`config.mk`:
```
export PLATFORM = sky130hd
export DESIGN_NAME = gaussian_spot_pixel_generator
export DESIGN_NICKNAME = d
export VERILOG_FILES = /design/src/hdl/gspg_pkg.sv /design/src/hdl/gspg_csr.sv /design/src/hdl/gspg_pipe.sv /design/src/hdl/gaussian_spot_pixel_generator.sv
export SDC_FILE = /design/constraint.sdc
export NUM_CORES = 2
export LEC_CHECK = 0
export BUFFER_PORTS_ARGS = -buffer_cell sky130_fd_sc_hd__buf_2
export CELL_PAD_IN_SITES_DETAIL_PLACEMENT = 1
export CELL_PAD_IN_SITES_GLOBAL_PLACEMENT = 1
export CORE_ASPECT_RATIO = 1.2
export CORE_MARGIN = 8
export CORE_UTILIZATION = 50
export DETAILED_ROUTE_END_ITERATION = 7
export PLACE_DENSITY = 0.83
export SLEW_MARGIN = 10
export SYNTH_ARGS = -nofsm -noshare
export SYNTH_HDL_FRONTEND = slang
export SYNTH_SLANG_ARGS = --single-unit
```
`constraint.sdc`:
```
create_clock -name clock -period 14.6 [get_ports clock]
set_input_delay 1.46 -clock clock [delete_from_list [all_inputs] [get_ports clock]]
set_output_delay 1.46 -clock clock [all_outputs]
set_load 0.05 [all_outputs]
```
`src/hdl/gspg_pkg.sv`:
```
// Shared types, register map and exponent table for the Gaussian spot pixel generator.
`timescale 1ns / 1ps

package gspg_pkg;

   localparam int MAX_DIM        = 4096;
   localparam int EXP_TABLE_SIZE = 256;
   localparam int EXP_IDX_W      = $clog2(EXP_TABLE_SIZE);
   localparam int EXP_W          = 17;
   localparam int ROOT_FRAC      = 60;

   localparam int ROWS_W  = 13;
   localparam int COORD_W = 12;
   localparam int HW_W    = 8;
   localparam int AMP_W   = 16;
   localparam int RATE_W  = 24;
   localparam int D2_W    = 2 * HW_W + 1;
   localparam int Z_W     = D2_W + RATE_W;
   localparam int PROD_W  = AMP_W + EXP_W;
   localparam int VAL_W   = PROD_W - 16;
   localparam int CSR_IDX_W  = 3;
   localparam int CSR_DATA_W = 24;

   localparam logic [ROWS_W-1:0] MAX_DIM_VAL = ROWS_W'(MAX_DIM);

   typedef enum logic [CSR_IDX_W-1:0] {
      CSR_IMAGE_ROWS   = 3'd0,
      CSR_IMAGE_COLS   = 3'd1,
      CSR_CENTER_ROW   = 3'd2,
      CSR_CENTER_COL   = 3'd3,
      CSR_HALF_WIDTH   = 3'd4,
      CSR_AMPLITUDE_Q8 = 3'd5,
      CSR_RATE_Q16     = 3'd6
   } csr_index_type;

   typedef struct packed {
      logic [ROWS_W-1:0]  image_rows;
      logic [ROWS_W-1:0]  image_cols;
      logic [COORD_W-1:0] center_row;
      logic [COORD_W-1:0] center_col;
      logic [HW_W-1:0]    half_width;
      logic [AMP_W-1:0]   amplitude_q8;
      logic [RATE_W-1:0]  rate_q16;
   } cfg_type;

   // Integer square root of a 128-bit value, one result bit per step.
   function automatic logic [63:0] isqrt128(input logic [127:0] v);
      logic [63:0]  res;
      logic [63:0]  t;
      logic [127:0] sq;
      res = '0;
      for (int b = 63; b >= 0; b--) begin
         t  = res | (64'd1 << b);
         sq = 128'(t) * 128'(t);
         if (sq <= v) begin
            res = t;
         end
      end
      return res;
   endfunction

   // Entry k = round(65536 * 2^(-k/EXP_TABLE_SIZE)), evaluated at elaboration.
   // The root 2^(-1/EXP_TABLE_SIZE) comes from repeated square roots of one half.
   function automatic logic [EXP_TABLE_SIZE*EXP_W-1:0] build_exp_table();
      logic [EXP_TABLE_SIZE*EXP_W-1:0] tbl;
      logic [127:0] root;
      logic [127:0] p;
      logic [127:0] e;
      tbl  = '0;
      root = 128'd1 << (ROOT_FRAC - 1);
      for (int i = 0; i < EXP_IDX_W; i++) begin
         root = 128'(isqrt128(root << ROOT_FRAC));
      end
      p = 128'd1 << ROOT_FRAC;
      for (int k = 0; k < EXP_TABLE_SIZE; k++) begin
         e = (p + (128'd1 << (ROOT_FRAC - 17))) >> (ROOT_FRAC - 16);
         tbl[k*EXP_W +: EXP_W] = e[EXP_W-1:0];
         p = (p * root) >> ROOT_FRAC;
      end
      return tbl;
   endfunction

   localparam logic [EXP_TABLE_SIZE*EXP_W-1:0] EXP_TABLE = build_exp_table();

   function automatic logic [EXP_W-1:0] exp_lookup(input logic [EXP_IDX_W-1:0] idx);
      return EXP_TABLE[int'(idx)*EXP_W +: EXP_W];
   endfunction

endpackage

```
`src/hdl/gspg_csr.sv`:
```
// Configuration register bank for the Gaussian spot pixel generator.
`timescale 1ns / 1ps

module gspg_csr
   import gspg_pkg::*;
(
   input  logic                  clock,
   input  logic                  reset,
   input  logic                  csr_we,
   input  logic [CSR_IDX_W-1:0]  csr_index,
   input  logic [CSR_DATA_W-1:0] csr_wdata,
   output cfg_type               cfg
);

   cfg_type cfg_ff;
   cfg_type cfg_in;

   always_comb begin
      cfg_in = cfg_ff;
      if (csr_we) begin
         unique case (csr_index_type'(csr_index))
            CSR_IMAGE_ROWS:   cfg_in.image_rows   = csr_wdata[ROWS_W-1:0];
            CSR_IMAGE_COLS:   cfg_in.image_cols   = csr_wdata[ROWS_W-1:0];
            CSR_CENTER_ROW:   cfg_in.center_row   = csr_wdata[COORD_W-1:0];
            CSR_CENTER_COL:   cfg_in.center_col   = csr_wdata[COORD_W-1:0];
            CSR_HALF_WIDTH:   cfg_in.half_width   = csr_wdata[HW_W-1:0];
            CSR_AMPLITUDE_Q8: cfg_in.amplitude_q8 = csr_wdata[AMP_W-1:0];
            CSR_RATE_Q16:     cfg_in.rate_q16     = csr_wdata[RATE_W-1:0];
            default: ; // unmapped index: drop the write
         endcase
      end
   end

   always_ff @(posedge clock) begin
      if (reset) begin
         cfg_ff.image_rows   <= ROWS_W'(1024);
         cfg_ff.image_cols   <= ROWS_W'(1024);
         cfg_ff.center_row   <= COORD_W'(512);
         cfg_ff.center_col   <= COORD_W'(512);
         cfg_ff.half_width   <= HW_W'(5);
         cfg_ff.amplitude_q8 <= AMP_W'(25600);
         cfg_ff.rate_q16     <= RATE_W'(47274);
      end else begin
         cfg_ff <= cfg_in;
      end
   end

   assign cfg = cfg_ff;

endmodule

```
`src/hdl/gspg_pipe.sv`:
```
// Six-stage pixel datapath: bounds, distance, exponent, table, scale, output.
`timescale 1ns / 1ps

module gspg_pipe
   import gspg_pkg::*;
(
   input  logic               clock,
   input  logic               reset,
   input  cfg_type            cfg,
   input  logic               req_valid,
   output logic               req_ready,
   input  logic [COORD_W-1:0] req_pixel_row,
   input  logic [COORD_W-1:0] req_pixel_col,
   output logic               rsp_valid,
   input  logic               rsp_ready,
   output logic [15:0]        rsp_pixel_value,
   output logic               rsp_in_window,
   output logic               rsp_out_of_image
);

   logic s1_valid_ff, s2_valid_ff, s3_valid_ff, s4_valid_ff, s5_valid_ff, s6_valid_ff;
   logic en1, en2, en3, en4, en5, en6;

   // Each stage advances when empty or when the next one advances.
   assign en6 = !s6_valid_ff || rsp_ready;
   assign en5 = !s5_valid_ff || en6;
   assign en4 = !s4_valid_ff || en5;
   assign en3 = !s3_valid_ff || en4;
   assign en2 = !s2_valid_ff || en3;
   assign en1 = !s1_valid_ff || en2;
   assign req_ready = en1;

   // Stage 1: image bounds, distance to centre, window test.
   logic [ROWS_W-1:0]  rows_cap, cols_cap;
   logic               ooi_in;
   logic [COORD_W-1:0] dr_in, dc_in;
   logic               win_in;
   logic               s1_ooi_ff, s1_win_ff;
   logic [HW_W-1:0]    s1_dr_ff, s1_dc_ff;

   always_comb begin
      rows_cap = (cfg.image_rows > MAX_DIM_VAL) ? MAX_DIM_VAL : cfg.image_rows;
      cols_cap = (cfg.image_cols > MAX_DIM_VAL) ? MAX_DIM_VAL : cfg.image_cols;
      ooi_in   = ({1'b0, req_pixel_row} >= rows_cap) || ({1'b0, req_pixel_col} >= cols_cap);
      dr_in    = (req_pixel_row >= cfg.center_row) ? req_pixel_row - cfg.center_row
                                                   : cfg.center_row - req_pixel_row;
      dc_in    = (req_pixel_col >= cfg.center_col) ? req_pixel_col - cfg.center_col
                                                   : cfg.center_col - req_pixel_col;
      win_in   = !ooi_in && (dr_in <= COORD_W'(cfg.half_width))
                         && (dc_in <= COORD_W'(cfg.half_width));
   end

   always_ff @(posedge clock) begin
      if (en1) begin
         s1_ooi_ff <= ooi_in;
         s1_win_ff <= win_in;
         s1_dr_ff  <= dr_in[HW_W-1:0];
         s1_dc_ff  <= dc_in[HW_W-1:0];
      end
   end

   // Stage 2: squared distance (bounded by the window).
   logic [D2_W-1:0] d2_in;
   logic [D2_W-1:0] s2_d2_ff;
   logic            s2_ooi_ff, s2_win_ff;

   assign d2_in = D2_W'(s1_dr_ff * s1_dr_ff) + D2_W'(s1_dc_ff * s1_dc_ff);

   always_ff @(posedge clock) begin
      if (en2) begin
         s2_d2_ff  <= d2_in;
         s2_ooi_ff <= s1_ooi_ff;
         s2_win_ff <= s1_win_ff;
      end
   end

   // Stage 3: exponent z = d^2 * rate, Q.16.
   logic [Z_W-1:0] z_in;
   logic [Z_W-1:0] s3_z_ff;
   logic           s3_ooi_ff, s3_win_ff;

   assign z_in = Z_W'(s2_d2_ff) * Z_W'(cfg.rate_q16);

   always_ff @(posedge clock) begin
      if (en3) begin
         s3_z_ff   <= z_in;
         s3_ooi_ff <= s2_ooi_ff;
         s3_win_ff <= s2_win_ff;
      end
   end

   // Stage 4: table lookup on the top fraction bits, shift by the integer part.
   logic             big_exp;
   logic [EXP_W-1:0] entry;
   logic [EXP_W-1:0] g_in;
   logic [EXP_W-1:0] s4_g_ff;
   logic             s4_ooi_ff, s4_win_ff;

   always_comb begin
      big_exp = |s3_z_ff[Z_W-1:20];
      entry   = exp_lookup(s3_z_ff[15 -: EXP_IDX_W]);
      g_in    = (big_exp || !s3_win_ff) ? '0 : (entry >> s3_z_ff[19:16]);
   end

   always_ff @(posedge clock) begin
      if (en4) begin
         s4_g_ff   <= g_in;
         s4_ooi_ff <= s3_ooi_ff;
         s4_win_ff <= s3_win_ff;
      end
   end

   // Stage 5: scale by amplitude.
   logic [PROD_W-1:0] prod_in;
   logic [VAL_W-1:0]  s5_v_ff;
   logic              s5_ooi_ff, s5_win_ff;

   assign prod_in = PROD_W'(cfg.amplitude_q8) * PROD_W'(s4_g_ff);

   always_ff @(posedge clock) begin
      if (en5) begin
         s5_v_ff   <= prod_in[PROD_W-1:16];
         s5_ooi_ff <= s4_ooi_ff;
         s5_win_ff <= s4_win_ff;
      end
   end

   // Stage 6: saturate into the output register; hold while the beat waits.
   logic [15:0] val_in;
   logic [15:0] s6_val_ff;
   logic        s6_ooi_ff, s6_win_ff;

   assign val_in = (s5_v_ff > VAL_W'(16'hFFFF)) ? 16'hFFFF : s5_v_ff[15:0];

   always_ff @(posedge clock) begin
      if (en6) begin
         s6_val_ff <= val_in;
         s6_ooi_ff <= s5_ooi_ff;
         s6_win_ff <= s5_win_ff;
      end
   end

   always_ff @(posedge clock) begin
      if (reset) begin
         s1_valid_ff <= 1'b0;
         s2_valid_ff <= 1'b0;
         s3_valid_ff <= 1'b0;
         s4_valid_ff <= 1'b0;
         s5_valid_ff <= 1'b0;
         s6_valid_ff <= 1'b0;
      end else begin
         if (en1) s1_valid_ff <= req_valid;
         if (en2) s2_valid_ff <= s1_valid_ff;
         if (en3) s3_valid_ff <= s2_valid_ff;
         if (en4) s4_valid_ff <= s3_valid_ff;
         if (en5) s5_valid_ff <= s4_valid_ff;
         if (en6) s6_valid_ff <= s5_valid_ff;
      end
   end

   assign rsp_valid        = s6_valid_ff;
   assign rsp_pixel_value  = s6_val_ff;
   assign rsp_in_window    = s6_win_ff;
   assign rsp_out_of_image = s6_ooi_ff;

endmodule

```
`src/hdl/gaussian_spot_pixel_generator.sv`:
```
// Top level of the Gaussian spot pixel generator.
// Path: a request beat passes the stage 1 to 6 registers to its response beat.
// Throughput: one pixel per cycle, set by the six-stage datapath with stall per stage.
// Reset: synchronous, clears all stage valid bits and loads register defaults.
// No clearing pass: the exponent table is constant logic.
`timescale 1ns / 1ps

module gaussian_spot_pixel_generator
   import gspg_pkg::*;
(
   input  logic                  clock,
   input  logic                  reset,
   input  logic                  csr_we,
   input  logic [CSR_IDX_W-1:0]  csr_index,
   input  logic [CSR_DATA_W-1:0] csr_wdata,
   input  logic                  req_valid,
   output logic                  req_ready,
   input  logic [COORD_W-1:0]    req_pixel_row,
   input  logic [COORD_W-1:0]    req_pixel_col,
   output logic                  rsp_valid,
   input  logic                  rsp_ready,
   output logic [15:0]           rsp_pixel_value,
   output logic                  rsp_in_window,
   output logic                  rsp_out_of_image
);

   cfg_type cfg;

   gspg_csr u_csr (
      .clock     (clock),
      .reset     (reset),
      .csr_we    (csr_we),
      .csr_index (csr_index),
      .csr_wdata (csr_wdata),
      .cfg       (cfg)
   );

   gspg_pipe u_pipe (
      .clock            (clock),
      .reset            (reset),
      .cfg              (cfg),
      .req_valid        (req_valid),
      .req_ready        (req_ready),
      .req_pixel_row    (req_pixel_row),
      .req_pixel_col    (req_pixel_col),
      .rsp_valid        (rsp_valid),
      .rsp_ready        (rsp_ready),
      .rsp_pixel_value  (rsp_pixel_value),
      .rsp_in_window    (rsp_in_window),
      .rsp_out_of_image (rsp_out_of_image)
   );

endmodule
```
==> results.json <==
{
  "yosysUniqueCellTypes": 86,
  "synth.top_cell.area_share_pct": 30.1,
  "synth_fa_ha_area_share_pct": 41.4,
  "stdcell_count": 5691,
  "critical_path_class": "flip-flop to flip-flop",
  "mostFrequentLayoutCell": "inv_1",
  "root_buffer": "clkbuf_16",
  "syn_nets": 5785,
  "firstDrtPassIters": 6,
  "cts_resized": 0,
  "post-cts-setup-buffers": 0,
  "detail_route.wl_per_cell_um": 23.1,
  "synth_xor_area_share_pct": 1.93,
  "whs_ns": 0.415,
  "detailed_place_hpwl_um": 99900,
  "ctsHoldBuffers": 0,
  "yosysSeqAreaShare_pct": 14.5,
  "synthCells": 4747,
  "reg2reg_slack_ns": 7.09,
  "min_path_type": "flip-flop to flip-flop",
  "setup-violations-final": 0,
  "syn2layout_area_growth_pct": 4.76,
  "vias": 33900,
  "synth_top_family_by_area": "adder cells",
  "start_util_pct": 50.5,
  "synth_mux_area_share_pct": 1.90,
  "drive_above_1_share_pct": 5.27,
  "synth_compound_area_share_pct": 11.1,
  "placed_cells": 5637,
  "grt_pass1_wl_um": 208000,
  "route.detailed.drc": 0,
  "clk_pin_slew_ns": 0.06,
  "startpoint": "u_pipe.s2_d2_ff[5]",
  "worst_pin_slew_ns": 1.21,
  "rows": 114,
  "drv_slew": 0,
  "via_per_inst": 5.95,
  "antenna_found_initial": 0,
  "io_pins": 76,
  "globalRouteOverflowTotal": 0,
  "synth_area_leaders": "fa_1 30%, ha_1 11%, edfxtp_1 9.4%",
  "antenna_left": 0,
  "die_y_um": 329,
  "syn_area_um2": 40800,
  "crit_end": "u_pipe.s3_z_ff[36]",
  "path_max_fanout": 24,
  "fillerInstances": 9588,
  "insertedDiodeCount": 0,
  "worstPathRequired_ns": 14.95,
  "ys_async_sr_fraction_pct": 0,
  "tns_ns": 0,
  "first_global_vias": 38200,
  "fp.dieW_um": 277,
  "critPathCaptureType": "flip-flop",
  "yosysTopAreaCell": "fa_1",
  "layout_common_cells": "867 x inv_1, 747 x nand2_1, 614 x fa_1",
  "reg2reg_depth": 22,
  "ys_ff_latch": 232,
  "gp_congestion": 0.975,
  "synth_edf_count": 128,
  "rr_endpoint": "u_pipe.s3_z_ff[36]",
  "routed_wl_um": 132000,
  "grt_usage_pct": 28.6,
  "htreeDepth": 1,
  "skew_ns": 0.0269,
  "drt_iter0_drc": 2644,
  "post-route-min-period_ns": 7.51,
  "start_kind": "flip-flop",
  "synthFlopType": "edfxtp_1",
  "final_hold_viol_count": 0,
  "cts_tree": "yes",
  "max_freq_ghz": 0.133,
  "yosysWarnings": 0,
  "final_net_count": 5662,
  "outcome": "completed",
  "io_buffers": 75,
  "r2r-start": "u_pipe.s2_d2_ff[5]",
  "crit_arrival_ns": 7.87,
  "rsz0062_at_grt": "false",
  "slew_headroom_pct": 19.4,
  "post_synth_and_or_nand_nor_area_fraction_pct": 18.5,
  "grt_max_degree": 168,
  "cap_violations": 0,
  "clkLatencyLatePin_ns": 0.62,
  "ctsLongestPathBuffers": 3,
  "cts-buffers-inserted": 29,
  "core_um2": 80700,
  "die_area_um2": 91000,
  "period_share_pct": 51.5,
  "syn_area_per_cell_um2": 8.60,
  "cts_sinks": 232
}
cells in the mapped netlist (all sizes together) (10+ instances only):
cell     number
inv         870
nand2       747
fa          614
ha          368
and2        298
a21oi       225
clkbuf      220
edfxtp      128
o21ai       117
nor2        116
dfxtp       104
nand2b       75
nor2b        63
xnor2        62
nand3        53
buf          51
a211oi       43
a21o         39
nor3         34
mux2i        33
a31oi        30
or2          30
nand4        29
o211ai       28
xor2         28
nand3b       25
and3         19
a311oi       17
or3          17
o21a         16
mux2         15
o311ai       14
o221ai       13
a2111oi      12
a211o        12
a221oi       12
mux4         12
o31ai        12
o41ai        12
nor3b        10
o21bai       10
stage by stage:
step / worst slack (ns) / cell area [um^2] / utilization [%]
after detailed placement: 7.11 / 41800 / 51.7
after CTS: 7.10 / 42700 / 52.9
after global placement: 7.39 / 41800 / 51.7
final: 7.09 / 42700 / 52.9
after global routing: 6.69 / 42700 / 52.9
after floorplan: 8.18 / 40800 / -
sequential cells by signal (all words and copies together), names as in the netlist, 8 cells and up:
signal / count
u_pipe.s1_dc_ff: 8
u_pipe.s2_d2_ff: 17
u_pipe.rsp_pixel_value: 16
u_pipe.s1_dr_ff: 8
u_pipe.s5_v_ff: 17
u_pipe.s4_g_ff: 17
u_pipe.s3_z_ff: 33
u_csr.cfg: 98
worst min path at each step:
stage / startpoint / to / slack [ns] / cells past startpoint
2_1_floorplan: u_pipe.s5_win_ff / u_pipe.rsp_in_window / 0.40 / 0
3_3_place_gp: u_pipe.s3_ooi_ff / u_pipe.s4_ooi_ff / 0.40 / 0
3_5_place_dp: u_pipe.s4_win_ff / u_pipe.s5_win_ff / 0.41 / 0
4_1_cts: u_pipe.s1_win_ff / u_pipe.s2_win_ff / 0.41 / 0
5_1_grt: u_pipe.s1_win_ff / u_pipe.s2_win_ff / 0.42 / 0
6_report: u_pipe.s1_win_ff / u_pipe.s2_win_ff / 0.42 / 0
per-layer routing:
metal,GRT usage [%],vias up,routed length [um]
met5,0,-,0
met2,51.4,1307,66800
li1,-,14900,-
met3,3.46,441,7770
met4,15.5,0,7720
met1,33.1,17200,49400
worst max-delay path, cell delays in order (launching register included):
cell and delay [ns]:
edfxtp_1 0.83, and2_1 0.39, fa_1 0.54, inv_1 0.05, fa_1 0.43, fa_1 0.55, inv_1 0.06, fa_1 0.49
fa_1 0.57, inv_1 0.07, fa_1 0.48, inv_1 0.05, ha_1 0.34, a21o_1 0.18, a21oi_1 0.20, o21ai_0 0.14
a21oi_1 0.22, buf_4 0.19, a211oi_1 0.12, o41ai_2 0.71, o21ai_0 0.35, a21oi_1 0.24, xnor2_1 0.08
area by class of cell:
| class | count | area, um^2 | area share [%] |
|---|---|---|---|
| multi-input combinational | 3371 | 30500 | 71.4 |
| sequential | 232 | 5930 | 13.9 |
| inverter | 873 | 3280 | 7.67 |
| tap | 1044 | 1310 | 3.06 |
| clock buffer | 39 | 825 | 1.93 |
| timing repair buffer | 117 | 718 | 1.68 |
| clock inverter | 15 | 163 | 0.381 |
cells by family (layout without fill, tap and decap cells):
group	count (synthesis)	count (layout)
flops	232	232
xor+xnor	90	90
mux	60	60
buf+inv	1144	1044
compound gates	689	689
fa+ha+maj	982	982
simple gates	1550	1550
Power is not shown: default switching activity piles up to over one toggle a cycle in this logic, so the estimate is an artifact.
